### src/design/cpf_pkg.sv
package cpf_pkg;

	localparam int unsigned MaxPayload = 251;
	localparam int unsigned QDepth     = 2;
	localparam int unsigned QPtrW      = (QDepth > 1) ? $clog2(QDepth) : 1;
	localparam int unsigned QCntW      = $clog2(QDepth + 1);

	localparam logic [7:0]  FLAG_HI   = 8'h33;
	localparam logic [7:0]  FLAG_LO   = 8'h17;
	localparam logic [15:0] CRC_POLY  = 16'h1021;
	localparam logic [7:0]  LEN_EXTRA = 8'd4;
	localparam logic [7:0]  MAX_LEN   = 8'(MaxPayload);

	// byte positions within a header job
	localparam logic [2:0] STEP_FLAG_HI = 3'd0;
	localparam logic [2:0] STEP_FLAG_LO = 3'd1;
	localparam logic [2:0] STEP_LEN     = 3'd2;
	localparam logic [2:0] STEP_ID_HI   = 3'd3;
	localparam logic [2:0] STEP_ID_LO   = 3'd4;
	localparam logic [2:0] STEP_CRC_HI  = 3'd5;
	localparam logic [2:0] STEP_CRC_LO  = 3'd6;

	// input opcodes
	localparam logic OP_START   = 1'b0;
	localparam logic OP_PAYLOAD = 1'b1;

	typedef enum logic [0:0] {
		JOB_HDR  = 1'b0,
		JOB_DATA = 1'b1
	} job_kind_t;

	// one unit of work handed from the front to the back
	typedef struct packed {
		job_kind_t   kind;
		logic [7:0]  byte0;   // length byte for a header, payload byte otherwise
		logic [15:0] id;
		logic [15:0] crc;     // CRC after this item
		logic        close;   // append CRC and end the frame
	} job_t;

	// fold one byte into the CRC, MSB first
	function automatic logic [15:0] crc_fold(input logic [15:0] crc, input logic [7:0] b);
		logic [15:0] c;
		logic        msb;
		c = crc ^ {b, 8'h00};
		for (int k = 0; k < 8; k++) begin
			msb = c[15];
			c   = {c[14:0], 1'b0};
			if (msb) begin
				c = c ^ CRC_POLY;
			end
		end
		return c;
	endfunction

	// CRC contribution of one identifier bit, starting from zero
	function automatic logic [15:0] crc_col(input int i);
		logic [15:0] v;
		logic        msb;
		v = 16'(1) << i;
		for (int k = 0; k < 16; k++) begin
			msb = v[15];
			v   = {v[14:0], 1'b0};
			if (msb) begin
				v = v ^ CRC_POLY;
			end
		end
		return v;
	endfunction

	// CRC of the 16-bit identifier as a sum of independent columns
	function automatic logic [15:0] crc_of_id(input logic [15:0] id);
		logic [15:0] r;
		r = '0;
		for (int i = 0; i < 16; i++) begin
			if (id[i]) begin
				r = r ^ crc_col(i);
			end
		end
		return r;
	endfunction

endpackage

### src/design/crc16_packet_framer.sv
// channel  direction  handshake             payload
// in       sink       in_valid / in_ready   op, data_byte, payload_len, can_id
// out      source     out_valid / out_ready tx_byte, last_of_run, end_of_frame
//
// A start item emits five bytes, or seven with the CRC when the payload length is
// zero; a payload item emits one, or three when it closes the frame. The byte
// serializer in the back end sends one byte per cycle unless the output stalls.
// Input accept is one item per cycle while the two-entry job queue has room.
// Asynchronous reset closes any frame and clears the CRC; no clearing pass.
// A stalled output holds its byte; the front keeps taking items until full.
module crc16_packet_framer import cpf_pkg::*; (
	input  logic        clk,
	input  logic        arst_n,
	input  logic        in_valid,
	output logic        in_ready,
	input  logic        op,
	input  logic [7:0]  data_byte,
	input  logic [7:0]  payload_len,
	input  logic [15:0] can_id,
	output logic        out_valid,
	input  logic        out_ready,
	output logic [7:0]  tx_byte,
	output logic        last_of_run,
	output logic        end_of_frame
);

	logic q_full;
	logic q_push;
	job_t q_job;
	logic q_pop;
	logic q_head_valid;
	job_t q_head_job;

	cpf_front u_front (
		.clk         (clk),
		.arst_n      (arst_n),
		.in_valid    (in_valid),
		.in_ready    (in_ready),
		.op          (op),
		.data_byte   (data_byte),
		.payload_len (payload_len),
		.can_id      (can_id),
		.q_full      (q_full),
		.q_push      (q_push),
		.q_job       (q_job)
	);

	cpf_queue u_queue (
		.clk        (clk),
		.arst_n     (arst_n),
		.push       (q_push),
		.push_job   (q_job),
		.full       (q_full),
		.pop        (q_pop),
		.head_valid (q_head_valid),
		.head_job   (q_head_job)
	);

	cpf_back u_back (
		.clk          (clk),
		.arst_n       (arst_n),
		.head_valid   (q_head_valid),
		.head_job     (q_head_job),
		.pop          (q_pop),
		.out_valid    (out_valid),
		.out_ready    (out_ready),
		.tx_byte      (tx_byte),
		.last_of_run  (last_of_run),
		.end_of_frame (end_of_frame)
	);

endmodule

### src/design/cpf_front.sv
module cpf_front import cpf_pkg::*; (
	input  logic        clk,
	input  logic        arst_n,
	input  logic        in_valid,
	output logic        in_ready,
	input  logic        op,
	input  logic [7:0]  data_byte,
	input  logic [7:0]  payload_len,
	input  logic [15:0] can_id,
	input  logic        q_full,
	output logic        q_push,
	output job_t        q_job
);

	logic        in_frame_q;
	logic [7:0]  bytes_left_q;
	logic [15:0] crc_q;

	logic        accept;
	logic [7:0]  len_sat;
	logic [15:0] id_crc;
	logic [15:0] data_crc;
	logic [7:0]  left_next;

	assign in_ready = !q_full;
	assign accept   = in_valid && in_ready;

	// classify the item and build its job
	always_comb begin
		len_sat   = (payload_len > MAX_LEN) ? MAX_LEN : payload_len;
		id_crc    = crc_of_id(can_id);
		data_crc  = crc_fold(crc_q, data_byte);
		left_next = bytes_left_q - 8'd1;
		q_job     = '0;
		q_push    = 1'b0;
		if (op == OP_START) begin
			q_job.kind  = JOB_HDR;
			q_job.byte0 = len_sat + LEN_EXTRA;
			q_job.id    = can_id;
			q_job.crc   = id_crc;
			q_job.close = (len_sat == 8'd0);
			q_push      = accept;
		end else begin
			q_job.kind  = JOB_DATA;
			q_job.byte0 = data_byte;
			q_job.id    = can_id;
			q_job.crc   = data_crc;
			q_job.close = (left_next == 8'd0);
			q_push      = accept && in_frame_q;
		end
	end

	// update frame state; drop payload outside a frame
	always_ff @(posedge clk or negedge arst_n) begin
		if (!arst_n) begin
			in_frame_q   <= 1'b0;
			bytes_left_q <= '0;
			crc_q        <= '0;
		end else if (accept) begin
			if (op == OP_START) begin
				crc_q        <= id_crc;
				bytes_left_q <= len_sat;
				in_frame_q   <= (len_sat != 8'd0);
			end else if (in_frame_q) begin
				crc_q        <= data_crc;
				bytes_left_q <= left_next;
				in_frame_q   <= (left_next != 8'd0);
			end
		end
	end

	a_frame_has_bytes: assert property (@(posedge clk) disable iff (!arst_n)
		in_frame_q |-> bytes_left_q != 8'd0)
		else $error("open frame with no bytes left");

	a_left_bounded: assert property (@(posedge clk) disable iff (!arst_n)
		bytes_left_q <= MAX_LEN)
		else $error("bytes left above maximum payload");

	a_no_push_full: assert property (@(posedge clk) disable iff (!arst_n)
		q_push |-> !q_full)
		else $error("job pushed into full queue");

endmodule

### src/design/cpf_queue.sv
module cpf_queue import cpf_pkg::*; (
	input  logic clk,
	input  logic arst_n,
	input  logic push,
	input  job_t push_job,
	output logic full,
	input  logic pop,
	output logic head_valid,
	output job_t head_job
);

	job_t             mem_q [QDepth];
	logic [QPtrW-1:0] wr_ptr_q;
	logic [QPtrW-1:0] rd_ptr_q;
	logic [QCntW-1:0] count_q;

	assign full       = (count_q == QCntW'(QDepth));
	assign head_valid = (count_q != '0);
	assign head_job   = mem_q[rd_ptr_q];

	// hold job payloads
	always_ff @(posedge clk) begin
		if (push) begin
			mem_q[wr_ptr_q] <= push_job;
		end
	end

	// advance pointers and count
	always_ff @(posedge clk or negedge arst_n) begin
		if (!arst_n) begin
			wr_ptr_q <= '0;
			rd_ptr_q <= '0;
			count_q  <= '0;
		end else begin
			if (push) begin
				wr_ptr_q <= (wr_ptr_q == QPtrW'(QDepth - 1)) ? '0 : wr_ptr_q + 1'b1;
			end
			if (pop) begin
				rd_ptr_q <= (rd_ptr_q == QPtrW'(QDepth - 1)) ? '0 : rd_ptr_q + 1'b1;
			end
			if (push && !pop) begin
				count_q <= count_q + 1'b1;
			end else if (pop && !push) begin
				count_q <= count_q - 1'b1;
			end
		end
	end

	a_count_bound: assert property (@(posedge clk) disable iff (!arst_n)
		count_q <= QCntW'(QDepth))
		else $error("queue count overflow");

	a_no_pop_empty: assert property (@(posedge clk) disable iff (!arst_n)
		pop |-> head_valid)
		else $error("pop from empty queue");

	a_ptr_gap: assert property (@(posedge clk) disable iff (!arst_n)
		(count_q == '0) |-> (wr_ptr_q == rd_ptr_q))
		else $error("empty queue with pointers apart");

endmodule

### src/design/cpf_back.sv
module cpf_back import cpf_pkg::*; (
	input  logic       clk,
	input  logic       arst_n,
	input  logic       head_valid,
	input  job_t       head_job,
	output logic       pop,
	output logic       out_valid,
	input  logic       out_ready,
	output logic [7:0] tx_byte,
	output logic       last_of_run,
	output logic       end_of_frame
);

	logic [2:0] step_q;
	logic       out_valid_q;
	logic [7:0] tx_byte_q;
	logic       last_q;
	logic       eof_q;

	logic       advance;
	logic       emit;
	logic [2:0] last_step;
	logic       is_last;
	logic [7:0] sel_byte;

	assign advance = !out_valid_q || out_ready;
	assign emit    = advance && head_valid;

	// pick the byte for the current step of the head job
	always_comb begin
		sel_byte = '0;
		if (head_job.kind == JOB_HDR) begin
			last_step = head_job.close ? STEP_CRC_LO : STEP_ID_LO;
			case (step_q)
				STEP_FLAG_HI: sel_byte = FLAG_HI;
				STEP_FLAG_LO: sel_byte = FLAG_LO;
				STEP_LEN:     sel_byte = head_job.byte0;
				STEP_ID_HI:   sel_byte = head_job.id[15:8];
				STEP_ID_LO:   sel_byte = head_job.id[7:0];
				STEP_CRC_HI:  sel_byte = head_job.crc[15:8];
				STEP_CRC_LO:  sel_byte = head_job.crc[7:0];
				default:      sel_byte = '0;
			endcase
		end else begin
			// payload byte, then CRC when the frame closes
			last_step = head_job.close ? 3'd2 : 3'd0;
			case (step_q)
				3'd0:    sel_byte = head_job.byte0;
				3'd1:    sel_byte = head_job.crc[15:8];
				3'd2:    sel_byte = head_job.crc[7:0];
				default: sel_byte = '0;
			endcase
		end
		is_last = (step_q == last_step);
	end

	assign pop = emit && is_last;

	// step through the head job
	always_ff @(posedge clk or negedge arst_n) begin
		if (!arst_n) begin
			step_q      <= '0;
			out_valid_q <= 1'b0;
		end else if (advance) begin
			out_valid_q <= head_valid;
			if (emit) begin
				step_q <= is_last ? 3'd0 : step_q + 3'd1;
			end
		end
	end

	// load the output register
	always_ff @(posedge clk) begin
		if (emit) begin
			tx_byte_q <= sel_byte;
			last_q    <= is_last;
			eof_q     <= is_last && head_job.close;
		end
	end

	assign out_valid    = out_valid_q;
	assign tx_byte      = tx_byte_q;
	assign last_of_run  = last_q;
	assign end_of_frame = eof_q;

	a_eof_is_last: assert property (@(posedge clk) disable iff (!arst_n)
		out_valid_q && eof_q |-> last_q)
		else $error("frame end not on last byte of item");

	a_step_bound: assert property (@(posedge clk) disable iff (!arst_n)
		step_q <= STEP_CRC_LO)
		else $error("step counter out of range");

	a_step_idle: assert property (@(posedge clk) disable iff (!arst_n)
		!head_valid |-> step_q == 3'd0)
		else $error("step left over with no job");

endmodule
### config.mk
export PLATFORM = sky130hd
export DESIGN_NAME = crc16_packet_framer
export DESIGN_NICKNAME = d
export VERILOG_FILES = /design/src/design/cpf_pkg.sv /design/src/design/crc16_packet_framer.sv /design/src/design/cpf_front.sv /design/src/design/cpf_queue.sv /design/src/design/cpf_back.sv
export SDC_FILE = /design/constraint.sdc
export NUM_CORES = 1
export LEC_CHECK = 0
export ABC_AREA = 0
export BUFFER_PORTS_ARGS = -buffer_cell sky130_fd_sc_hd__buf_2
export CAP_MARGIN = 20
export CORE_MARGIN = 2
export CORE_UTILIZATION = 45
export DETAILED_ROUTE_END_ITERATION = 10
export PLACE_DENSITY = 0.69
export SLEW_MARGIN = 20
export SYNTH_ARGS = -nofsm -noshare
export SYNTH_HDL_FRONTEND = slang
export SYNTH_SLANG_ARGS = --single-unit
### constraint.sdc
create_clock -name clk -period 3.71 [get_ports clk]
set_clock_uncertainty 0.15 [all_clocks]
set_input_delay 0.1855 -clock clk [delete_from_list [all_inputs] [get_ports clk]]
set_output_delay 0.1855 -clock clk [all_outputs]
set_load 0.02 [all_outputs]
==> flow_metrics.py, run 1 <==
metrics = {
    "yosys": {
        "synth_area_per_cell_um2": 12.68,
        "synth_warnings": 0,
        "yosysTopAreaCell": "edfxtp_1",
        "syn-num-nets": 549,
        "async_flop_share": 0.2598,
        "synth_cell_types": 54,
        "synth_edf_count": 94,
        "ys_top_cells_by_count": "94 x edfxtp_1, 47 x xnor2_1, 43 x nand2_1, 33 x dfrtp_1, 32 x mux2i_1",
        "ys.flop_type": "edfxtp_1",
        "yosysMostFrequentCell": "edfxtp_1",
        "syn_area_um2": 6379,
        "ys_seq_area_frac": 0.5720,
        "netlist_top_cells_area": "edfxtp_1 44%, dfrtp_1 13%, xnor2_1 6.5%, mux2_2 5.3%, mux2i_1 5.0%",
        "synthCells": 503,
        "synth.top_cell.area_share": 0.4425,
        "synth_seq_cells": 127,
    },
    "worst_setup_path": {
        "path_class": "flop to flop",
        "start_kind": "flop",
        "critPathMaxFanout": 37,
        "rr_startpoint": "u_queue.rd_ptr_q",
        "path_depth": 5,
        "critPathTopFamily": "compound AO/OA/AOI/OAI gates",
        "cp.required_ns": 3.71,
        "crit_path_cell_trace": "buf_4, mux2_2, a22o_1, a221oi_1, o22ai_1",
        "critPathMaxStageDelay_ns": 0.53,
        "r2r_setup_slack_ns": 1.20,
        "cp-end-kind": "flop",
        "crit_start": "u_queue.rd_ptr_q",
        "cp_slowest_cell": "buf_4",
        "path_buf_inv": 1,
        "crit_arrival_ns": 2.51,
        "worstReg2RegEnd": "u_back.tx_byte[6]",
        "worstSetupEndpoint": "u_back.tx_byte[6]",
        "reg2reg_depth": 5,
    },
    "clock_tree": {
        "cts.sinks": 127,
        "cts_hold_buffers": 25,
        "root_buffer": "clkbuf_16",
        "cts.path.max_buffers": 2,
        "cts-resized-gates": 0,
        "h-tree-depth": 4,
        "clkLatencyLatePin_ns": 0.41,
        "path_clk_slew_ns": 0.06,
        "cts_tree": "built",
        "postCtsSetupBuffers": 0,
        "cts_buffers": 17,
    },
    "timing": {
        "slew-limit-headroom": 0.4720,
        "fin_tns_setup_ns": 0,
        "max_slew.worst_pin.slew_ns": 0.7920,
        "finalSetupViolations": 0,
        "finalHoldViolCount": 0,
        "slew_violations": 0,
        "min_period_over_period": 0.6759,
        "max_freq_mhz": 398.8,
        "fin_crit_ns": 2.507,
        "whs_ns": 0.03084,
        "rsz0062_at_grt": "false",
    },
    "power_and_ir_drop": {
        "pwr-share-comb": 0.383,
        "p_int_mw": 4.247,
        "total_power_mw": 6.645,
        "power_density_nw_per_um2": 871.6,
        "p_leak_nw": 2.925,
        "ir_worst_vdd_v": 0.0004273,
        "sw_frac_of_total": 0.3609,
        "net-switching-power_mw": 2.398,
        "p_seq_frac": 0.372,
        "clock_power_share": 0.245,
    },
    "place": {
        "placed_cells": 713,
        "place_congestion": 0.8563,
        "hpwl_mm": 10.00,
        "port_buffers": 48,
        "placed_area_um2": 6787,
    },
    "floorplanning": {
        "num_rows": 43,
        "io-pin-count": 49,
        "die_w_um": 123.1,
        "core_area_um2": 13880,
        "dieArea_um2": 15140,
        "fp.dieH_um": 123.1,
        "start_util": 0.4595,
    },
    "final_layout": {
        "final_nets": 623,
        "antenna_cells": 0,
        "postLayoutCellArea_um2": 7624,
        "layout-area-overhead-vs-synth_pct": 19.52,
        "instances_no_fill": 770,
        "drive_gt1_frac": 0.2119,
    },
    "detailed_routing": {
        "wl_met3_um": 586,
        "routed_wl_mm": 14.15,
        "avgRoutedWirePerCell_um": 18.38,
        "route.met2.wl_mm": 6.826,
        "route.detailed.drc": 0,
        "firstDrtPassIters": 5,
        "vias_per_cell": 5.526,
        "ant_nets": 0,
        "routed.top_layer": "met4",
        "num_vias": 4255,
        "drt-initial-drc-count": 387,
        "m1WireLength_mm": 6.448,
    },
    "global_route": {
        "grt_pass1_vias": 4184,
        "grt_max_degree": 55,
        "grt_util_all_layers": 0.1975,
        "grt_antenna_before_repair": 0,
        "grt_pass1_wl_mm": 22.18,
        "overflow": 0,
    },
    "min_path": {
        "hold_path_class": "input pin to flop",
    },
    "outcome": {
        "status": "finished clean",
    },
    "flow_run": {
        "drv_cap": 0,
    },
}
==> per-stage QoR <==
step | worst slack [ns] | utilization
floorplan | 0.2841 | -
global placement | 1.269 | 0.4889
detailed placement | 1.217 | 0.4889
CTS | 1.185 | 0.5492
global route | 1.058 | 0.5492
finish | 1.203 | 0.5492
==> registers in the layout, indices dropped and copies added (netlist names) <==
signal / count
u_front.bytes_left_q: 8
u_queue.wr_ptr_q: 1
u_back.step_q: 3
u_front.in_frame_q: 1
u_queue.rd_ptr_q: 1
u_queue.count_q: 2
u_back.last_of_run: 1
u_front.crc_q: 16
u_queue.mem_q: 84
u_back.tx_byte: 8
u_back.out_valid: 1
u_back.end_of_frame: 1
==> logic make-up (layout without fill, tap and decap cells) <==
logic type	count (synthesis)	count (layout)	synth area share
multiplexers	65	65	0.1102
flip-flops	127	127	0.5720
XOR/XNOR	73	73	0.1112
adder cells (fa/ha/maj)	9	9	0.01765
AND/OR/NAND/NOR	90	90	0.06493
buffers and inverters	40	127	0.02707
AO/OA/AOI/OAI	99	99	0.09691
==> how the worst min path moves through the flow <==
| stage | endpoint | from | slack, ns | depth (start not counted) |
|---|---|---|---|---|
| 2_1_floorplan | u_back.out_valid | arst_n | -0.26 | 0 |
| 3_3_place_gp | u_back.step_q[2] | arst_n | 0.16 | 1 |
| 3_5_place_dp | u_back.out_valid | arst_n | 0.17 | 1 |
| 4_1_cts | u_queue.mem_q[1][40] | data_byte[7] | 0.02 | 3 |
| 5_1_grt | u_queue.mem_q[1][36] | data_byte[3] | 0.02 | 2 |
| 6_report | u_queue.mem_q[1][40] | data_byte[7] | 0.03 | 3 |
==> power by group through the flow <==
stage | registers (mW) | logic, mW | clock network [mW]
final | 2.47 | 2.54 | 1.63
after global routing | 2.53 | 2.77 | 1.72
after CTS | 2.47 | 2.54 | 1.65
after detailed placement | 2.50 | 2.50 | 0
after global placement | 2.48 | 2.45 | 0
after floorplan | 2.46 | 1.88 | 0
==> worst min-delay path, stage by stage <==
cell     delay [ns]
buf_2          0.12
nand2_1        0.05
o21ai_0        0.11
==> cells in the final DEF, fill, tap and decap left out, drive strengths merged, types with 9 or more instances in the layout <==
master / n
a21oi: 17
mux2i: 33
xnor2: 49
dlygate4sd3: 25
nand2: 43
o21ai: 31
clkbuf: 17
buf: 54
xor2: 20
dfrtp: 33
edfxtp: 94
o22ai: 21
mux2: 32
inv: 20
nor2: 16
ha: 9
==> metal layers <==
layer | global-route usage | up-vias
met4 | 0.07315 | 0
met5 | 0 | -
met1 | 0.2707 | 2114
li1 | - | 2012
met3 | 0.03967 | 19
met2 | 0.3128 | 110
==> cell type report <==
| type | instances | area, um2 |
|---|---|---|
| clock inverter | 15 | 161.4 |
| timing repair buffer | 79 | 535.5 |
| fill | 1139 | 6257 |
| clock buffer | 17 | 425.4 |
| sequential | 127 | 3650 |
| multi-input combinational | 336 | 2566 |
| tap | 180 | 225.2 |
| inverter | 16 | 60.06 |
No activity file was read; power rests on OpenSTA's default activity.
==> run 2, diff against run 1 <==
ABC_AREA = 1   (was 0)
PLACE_DENSITY = 0.71   (was 0.69)
clock period = 2.25 ns   (was 3.71 ns; I/O delays follow)
==> flow_metrics.py, run 2 <==
metrics = {
    "worst_setup_path": {
        "crit_path_cell_trace": "inv_1, ha_1, nand2_1, inv_2, nand2_1, o21ai_1, a211oi_1, nand2_1, nand2_1, o21ai_1",
        "critPathMaxStageDelay_ns": 0.41,
        "path_buf_inv": 2,
        "rr_startpoint": "u_back.step_q[0]",
        "critPathTopFamily": "flip-flops",
        "path_common_cell": "nand2_1",
        "critPathMaxFanout": 9,
        "cp-end-kind": "flop",
        "cp_slowest_cell": "dfrtp_1",
        "crit_arrival_ns": 2.08,
        "cp.required_ns": 2.27,
        "path_class": "flop to flop",
        "start_kind": "flop",
        "crit_start": "u_back.step_q[0]",
    },
    "global_route": {
        "use_met3": 0.04508,
        "grt.busiest_layer": "met2",
        "grt_pass1_vias": 5129,
        "overflow": 0,
        "grt_use_met2": 0.3237,
        "grt_antenna_before_repair": 0,
        "grt_util_all_layers": 0.2098,
        "use_met1": 0.2868,
        "grt_pass1_wl_mm": 26.07,
        "grt_max_degree": 39,
    },
    "floorplanning": {
        "dieArea_um2": 16400,
        "start_util": 0.4574,
        "fp.dieH_um": 128.1,
        "die_w_um": 128.1,
        "io-pin-count": 49,
        "num_rows": 45,
        "core_area_um2": 15150,
    },
    "place": {
        "port_buffers": 48,
        "hpwl_mm": 11.66,
        "place_congestion": 0.9325,
        "placed_cells": 1021,
        "placed_area_um2": 7373,
    },
    "timing": {
        "finalSetupViolations": 0,
        "slew-limit-headroom": 0.4551,
        "finalHoldViolCount": 0,
        "fin_crit_ns": 2.052,
        "min_period_over_period": 0.9121,
        "whs_ns": 0.01393,
        "rsz0062_at_grt": "false",
        "fin_tns_setup_ns": 0,
        "max_slew.worst_pin.slew_ns": 0.8174,
        "slew_violations": 0,
        "max_freq_mhz": 487.3,
    },
    "yosys": {
        "synth_area_per_cell_um2": 8.682,
        "synth_cell_types": 43,
        "synth.top_cell.area_share": 0.4074,
        "synth_seq_cells": 127,
        "ys_seq_area_frac": 0.5266,
        "async_flop_share": 0.2598,
        "synth_edf_count": 94,
        "synth_warnings": 0,
        "ys_top_cells_by_count": "290 x nand2_1, 94 x edfxtp_1, 59 x inv_1, 52 x o21ai_0, 45 x nor2_1",
        "syn_area_um2": 6928,
        "ys.flop_type": "edfxtp_1",
        "netlist_top_cells_area": "edfxtp_1 41%, nand2_1 16%, dfrtp_1 12%, o21ai_0 3.8%, inv_1 3.2%",
        "yosysTopAreaCell": "edfxtp_1",
        "synthCells": 798,
        "syn-num-nets": 844,
        "yosysMostFrequentCell": "nand2_1",
    },
    "final_layout": {
        "final_common_cell": "nand2_1",
        "regArea_um2": 3649,
        "antenna_cells": 0,
        "multi_input_area_um2": 2853,
        "nFillCells": 1367,
        "instances_no_fill": 1080,
        "drive_gt1_frac": 0.1435,
        "final_cell_mix": "289 x nand2_1, 94 x edfxtp_1, 59 x inv_1, 52 x o21ai_0, 48 x buf_2",
        "largest_reg_flops": 84,
        "reg_top3": "u_queue.mem_q x84, u_front.crc_q x16",
        "top_register": "u_queue.mem_q",
        "layout-area-overhead-vs-synth_pct": 18.28,
        "final_nets": 925,
        "postLayoutCellArea_um2": 8194,
    },
    "detailed_routing": {
        "firstDrtPassIters": 5,
        "avgRoutedWirePerCell_um": 15.03,
        "num_vias": 5611,
        "routed_wl_mm": 16.23,
        "vias_per_cell": 5.195,
        "drt-initial-drc-count": 461,
        "route.detailed.drc": 0,
        "ant_nets": 0,
    },
    "clock_tree": {
        "h-tree-depth": 4,
        "clkLatencyLatePin_ns": 0.43,
        "path_clk_slew_ns": 0.06,
        "root_buffer": "clkbuf_16",
        "cts.sinks": 127,
        "postCtsSetupBuffers": 0,
        "cts_buffers": 17,
        "cts.path.max_buffers": 2,
        "cts_tree": "built",
    },
    "power_and_ir_drop": {
        "power_density_nw_per_um2": 1265,
        "p_leak_nw": 3.678,
        "ir_worst_vdd_v": 0.0006001,
    },
    "min_path": {
        "hold_path_class": "input pin to flop",
        "min_from": "payload_len[1]",
    },
    "flow_run": {
        "drv_cap": 0,
    },
    "outcome": {
        "status": "finished clean",
    },
}
[run 2: cell count changes after synthesis, sizes merged, moves of 13 or more]
cell   delta
nor2     +33
nand3    +32
mux2i    -30
xnor2    -30
o21ai    +41
inv      +55
o22ai    -13
mux2     -32
nand2   +251
[run 2: worst paths after layout]
path | endpoint | slack [ns] | depth (start not counted)
max in group asynchronous | u_front.crc_q[9] | 1.26 | 2
min in group asynchronous | u_queue.count_q[1] | 0.16 | 2
setup / recovery | u_back.tx_byte[2] | 0.20 | 10
hold / removal | u_queue.mem_q[1][34] | 0.01 | 3
hold reg to reg | u_front.in_frame_q | 0.34 | 2
setup reg to reg | u_back.tx_byte[2] | 0.20 | 10
[run 2: tightest hold or removal path: cells and delay by family]
kind                   cells  cell delay, ns
AO/OA/AOI/OAI              1            0.15
AND/OR/NAND/NOR            1            0.12
buffers and inverters      1            0.10
[run 2: timing repair]
item / in CTS / in global routing
resized for setup: 0 / 0
hold buffers: 27 / 0
endpoints found under the hold margin: 82 / 0
[run 2: through the flow]
stage / setup WS, ns / power, mW / util
after CTS: 0.2039 / 10.41 / 0.5410
after floorplan: 0.002311 / 6.766 / -
after global placement: 0.2472 / 7.765 / 0.4868
final: 0.1978 / 10.37 / 0.5410
after global routing: 0.01543 / 11.11 / 0.5410
after detailed placement: 0.2104 / 7.830 / 0.4868
[run 2: power breakdown]
part,total [mW],switching (mW),internal [mW],leakage [nW]
sequential,3.78,0.319,3.46,1.27
clock,2.53,1.03,1.51,0.254
combinational,4.05,2.69,1.36,2.15
total,10.4,4.04,6.33,3.68
[run 2: routing by layer]
| layer | share of wire | up-vias | wire length, um |
|---|---|---|---|
| met4 | 0.026 | 0 | 427 |
| met5 | 0 | - | 0 |
| met2 | 0.45 | 186 | 7343 |
| met3 | 0.061 | 37 | 996 |
| li1 | - | 2811 | - |
| met1 | 0.46 | 2577 | 7462 |
[run 2: cell families after synthesis]
kind of cell | synth area share
and+or+nand+nor | 0.2418
AOI/OAI and AO/OA | 0.09663
xor gates and xnor gates | 0.05021
DFF | 0.5266
adders and majority gates | 0.01625
muxes | 0.004335
buffers and inverters | 0.06411
[run 2: area by class of cell]
type                            instances  area share
Clock buffer                           18     0.05237
Clock inverter                         14     0.01481
Inverter                               71     0.03252
Multi-Input combinational cell        573      0.3481
Sequential cell                       127      0.4453
Tap cell                              188     0.02871
Timing Repair Buffer                   89     0.07818
==> run 3, diff against run 2 <==
PLACE_DENSITY = 0.7   (was 0.71)
==> flow_metrics.py, run 3 (same netlist as run 2, synthesis figures left out) <==
metrics = {
    "outcome": {
        "status": "finished clean",
    },
    "timing": {
        "slew-limit-headroom": 0.4585,
        "finalSetupViolations": 0,
        "slew_violations": 0,
        "max_slew.worst_pin.slew_ns": 0.8122,
        "fin_ws_ns": 0.2395,
        "fin_tns_setup_ns": 0,
        "fin_crit_ns": 2.011,
        "max_freq_mhz": 497.4,
        "min_period_over_period": 0.8936,
        "finalHoldViolCount": 0,
        "whs_ns": 0.02094,
        "rsz0062_at_grt": "false",
    },
    "final_layout": {
        "postLayoutCellArea_um2": 8327,
        "final_common_cell": "nand2_1",
        "largest_reg_flops": 84,
        "postLayoutCoreUtil": 0.5498,
        "nFillCells": 1279,
        "final_nets": 925,
        "top_register": "u_queue.mem_q",
        "antenna_cells": 0,
        "layout-area-overhead-vs-synth_pct": 20.19,
        "reg_top3": "u_queue.mem_q x84, u_front.crc_q x16",
        "final_cell_mix": "289 x nand2_1, 94 x edfxtp_1, 59 x inv_1, 52 x o21ai_0, 48 x buf_2",
        "instances_no_fill": 1080,
        "drive_gt1_frac": 0.1446,
    },
    "power_and_ir_drop": {
        "pwr-share-comb": 0.374,
        "ir_worst_vdd_v": 0.0007229,
        "p_int_mw": 6.830,
        "clock_power_share": 0.278,
        "p_seq_frac": 0.348,
        "total_power_mw": 10.92,
        "sw_frac_of_total": 0.3747,
        "p_leak_nw": 3.750,
        "net-switching-power_mw": 4.093,
        "power_density_nw_per_um2": 1312,
    },
    "worst_setup_path": {
        "crit_start": "u_back.step_q[0]",
        "rr_startpoint": "u_back.step_q[0]",
        "path_class": "flop to flop",
        "cp-end-kind": "flop",
        "reg2reg_depth": 10,
        "start_kind": "flop",
        "cp.required_ns": 2.26,
        "crit_arrival_ns": 2.02,
        "critPathMaxFanout": 9,
    },
    "place": {
        "hpwl_mm": 11.81,
        "pre_cts_slack_ns": 0.2690,
        "port_buffers": 48,
        "placed_cells": 1021,
        "placed_area_um2": 7398,
        "place_congestion": 0.9076,
    },
    "clock_tree": {
        "cts_tree": "built",
        "h-tree-depth": 4,
        "postCtsSetupBuffers": 0,
        "cts-resized-gates": 0,
        "root_buffer": "clkbuf_16",
        "path_clk_slew_ns": 0.06,
        "cts.sinks": 127,
        "cts.path.max_buffers": 2,
        "clkLatencyLatePin_ns": 0.42,
        "cts_buffers": 17,
    },
    "min_path": {
        "min_from": "payload_len[7]",
        "holdPathStages": 5,
        "hold_path_class": "input pin to flop",
    },
    "floorplanning": {
        "fp.dieH_um": 128.1,
        "start_util": 0.4574,
        "dieArea_um2": 16400,
        "num_rows": 45,
        "die_w_um": 128.1,
        "core_area_um2": 15150,
        "io-pin-count": 49,
    },
    "global_route": {
        "grt_util_all_layers": 0.2134,
        "grt_pass1_vias": 5228,
        "grt_antenna_before_repair": 0,
        "grt_max_degree": 41,
        "overflow": 0,
        "grt_pass1_wl_mm": 26.68,
    },
    "detailed_routing": {
        "num_vias": 5625,
        "routed_wl_mm": 16.53,
        "vias_per_cell": 5.208,
        "drt-initial-drc-count": 505,
        "avgRoutedWirePerCell_um": 15.31,
        "ant_nets": 0,
        "firstDrtPassIters": 6,
        "route.detailed.drc": 0,
    },
    "flow_run": {
        "drv_cap": 0,
    },
}
==> run 3: cell types whose count changed in the layout (fill, tap and decap cells not counted), sizes merged <==
cell | before | now
clkinvlp | 6 | 1
bufinv | 1 | 5
inv | 71 | 74
clkbuf | 18 | 17
clkinv | 7 | 6
==> run 3: final timing paths <==
kind,to,slack (ns)
setup / recovery,u_back.tx_byte[2],0.24
hold / removal,u_front.bytes_left_q[7],0.02
setup reg to reg,u_back.tx_byte[2],0.24
hold reg to reg,u_front.in_frame_q,0.34
max in group asynchronous,u_front.crc_q[5],1.25
min in group asynchronous,u_back.out_valid,0.17
==> run 3: cell type report <==
class	count	area, um2	area share
flip-flops and latches	127	3649	0.4382
multi-input cells	573	2853	0.3426
repair buffers	89	665.6	0.07994
clock buffers	17	425.4	0.05109
inverters	71	266.5	0.03201
well taps	188	235.2	0.02825
clock inverters	15	232.7	0.02795
==> run 3: power by group through the flow <==
stage               clock [mW]  sequential [mW]  combinational [mW]
detailed placement           0             3.84                4.03
floorplan                    0             3.90                2.86
global route              3.19             3.88                4.61
CTS                       3.07             3.80                4.10
global placement             0             3.82                3.98
finish                    3.03             3.80                4.09
==> run 3: critical path, stage by stage (launching register included) <==
cell and delay [ns]:
dfrtp_1 0.41, inv_1 0.11, ha_1 0.24, nand2_1 0.19, inv_2 0.12, nand2_1 0.08, o21ai_1 0.06, a211oi_1 0.21
nand2_1 0.09, nand2_1 0.06, o21ai_1 0.05
==> run 3: routing by layer <==
metal | vias to the layer above | share of wire | track usage
met5 | - | 0 | 0
met4 | 0 | 0.025 | 0.08339
met1 | 2606 | 0.45 | 0.2872
met2 | 178 | 0.47 | 0.3416
li1 | 2807 | - | -
met3 | 34 | 0.059 | 0.04341
==> run 3: timing repair <==
action | 4_1_cts | 5_1_grt
endpoints found under the setup margin | 0 | 0
hold buffers | 27 | 0
endpoints found under the hold margin | 80 | 0
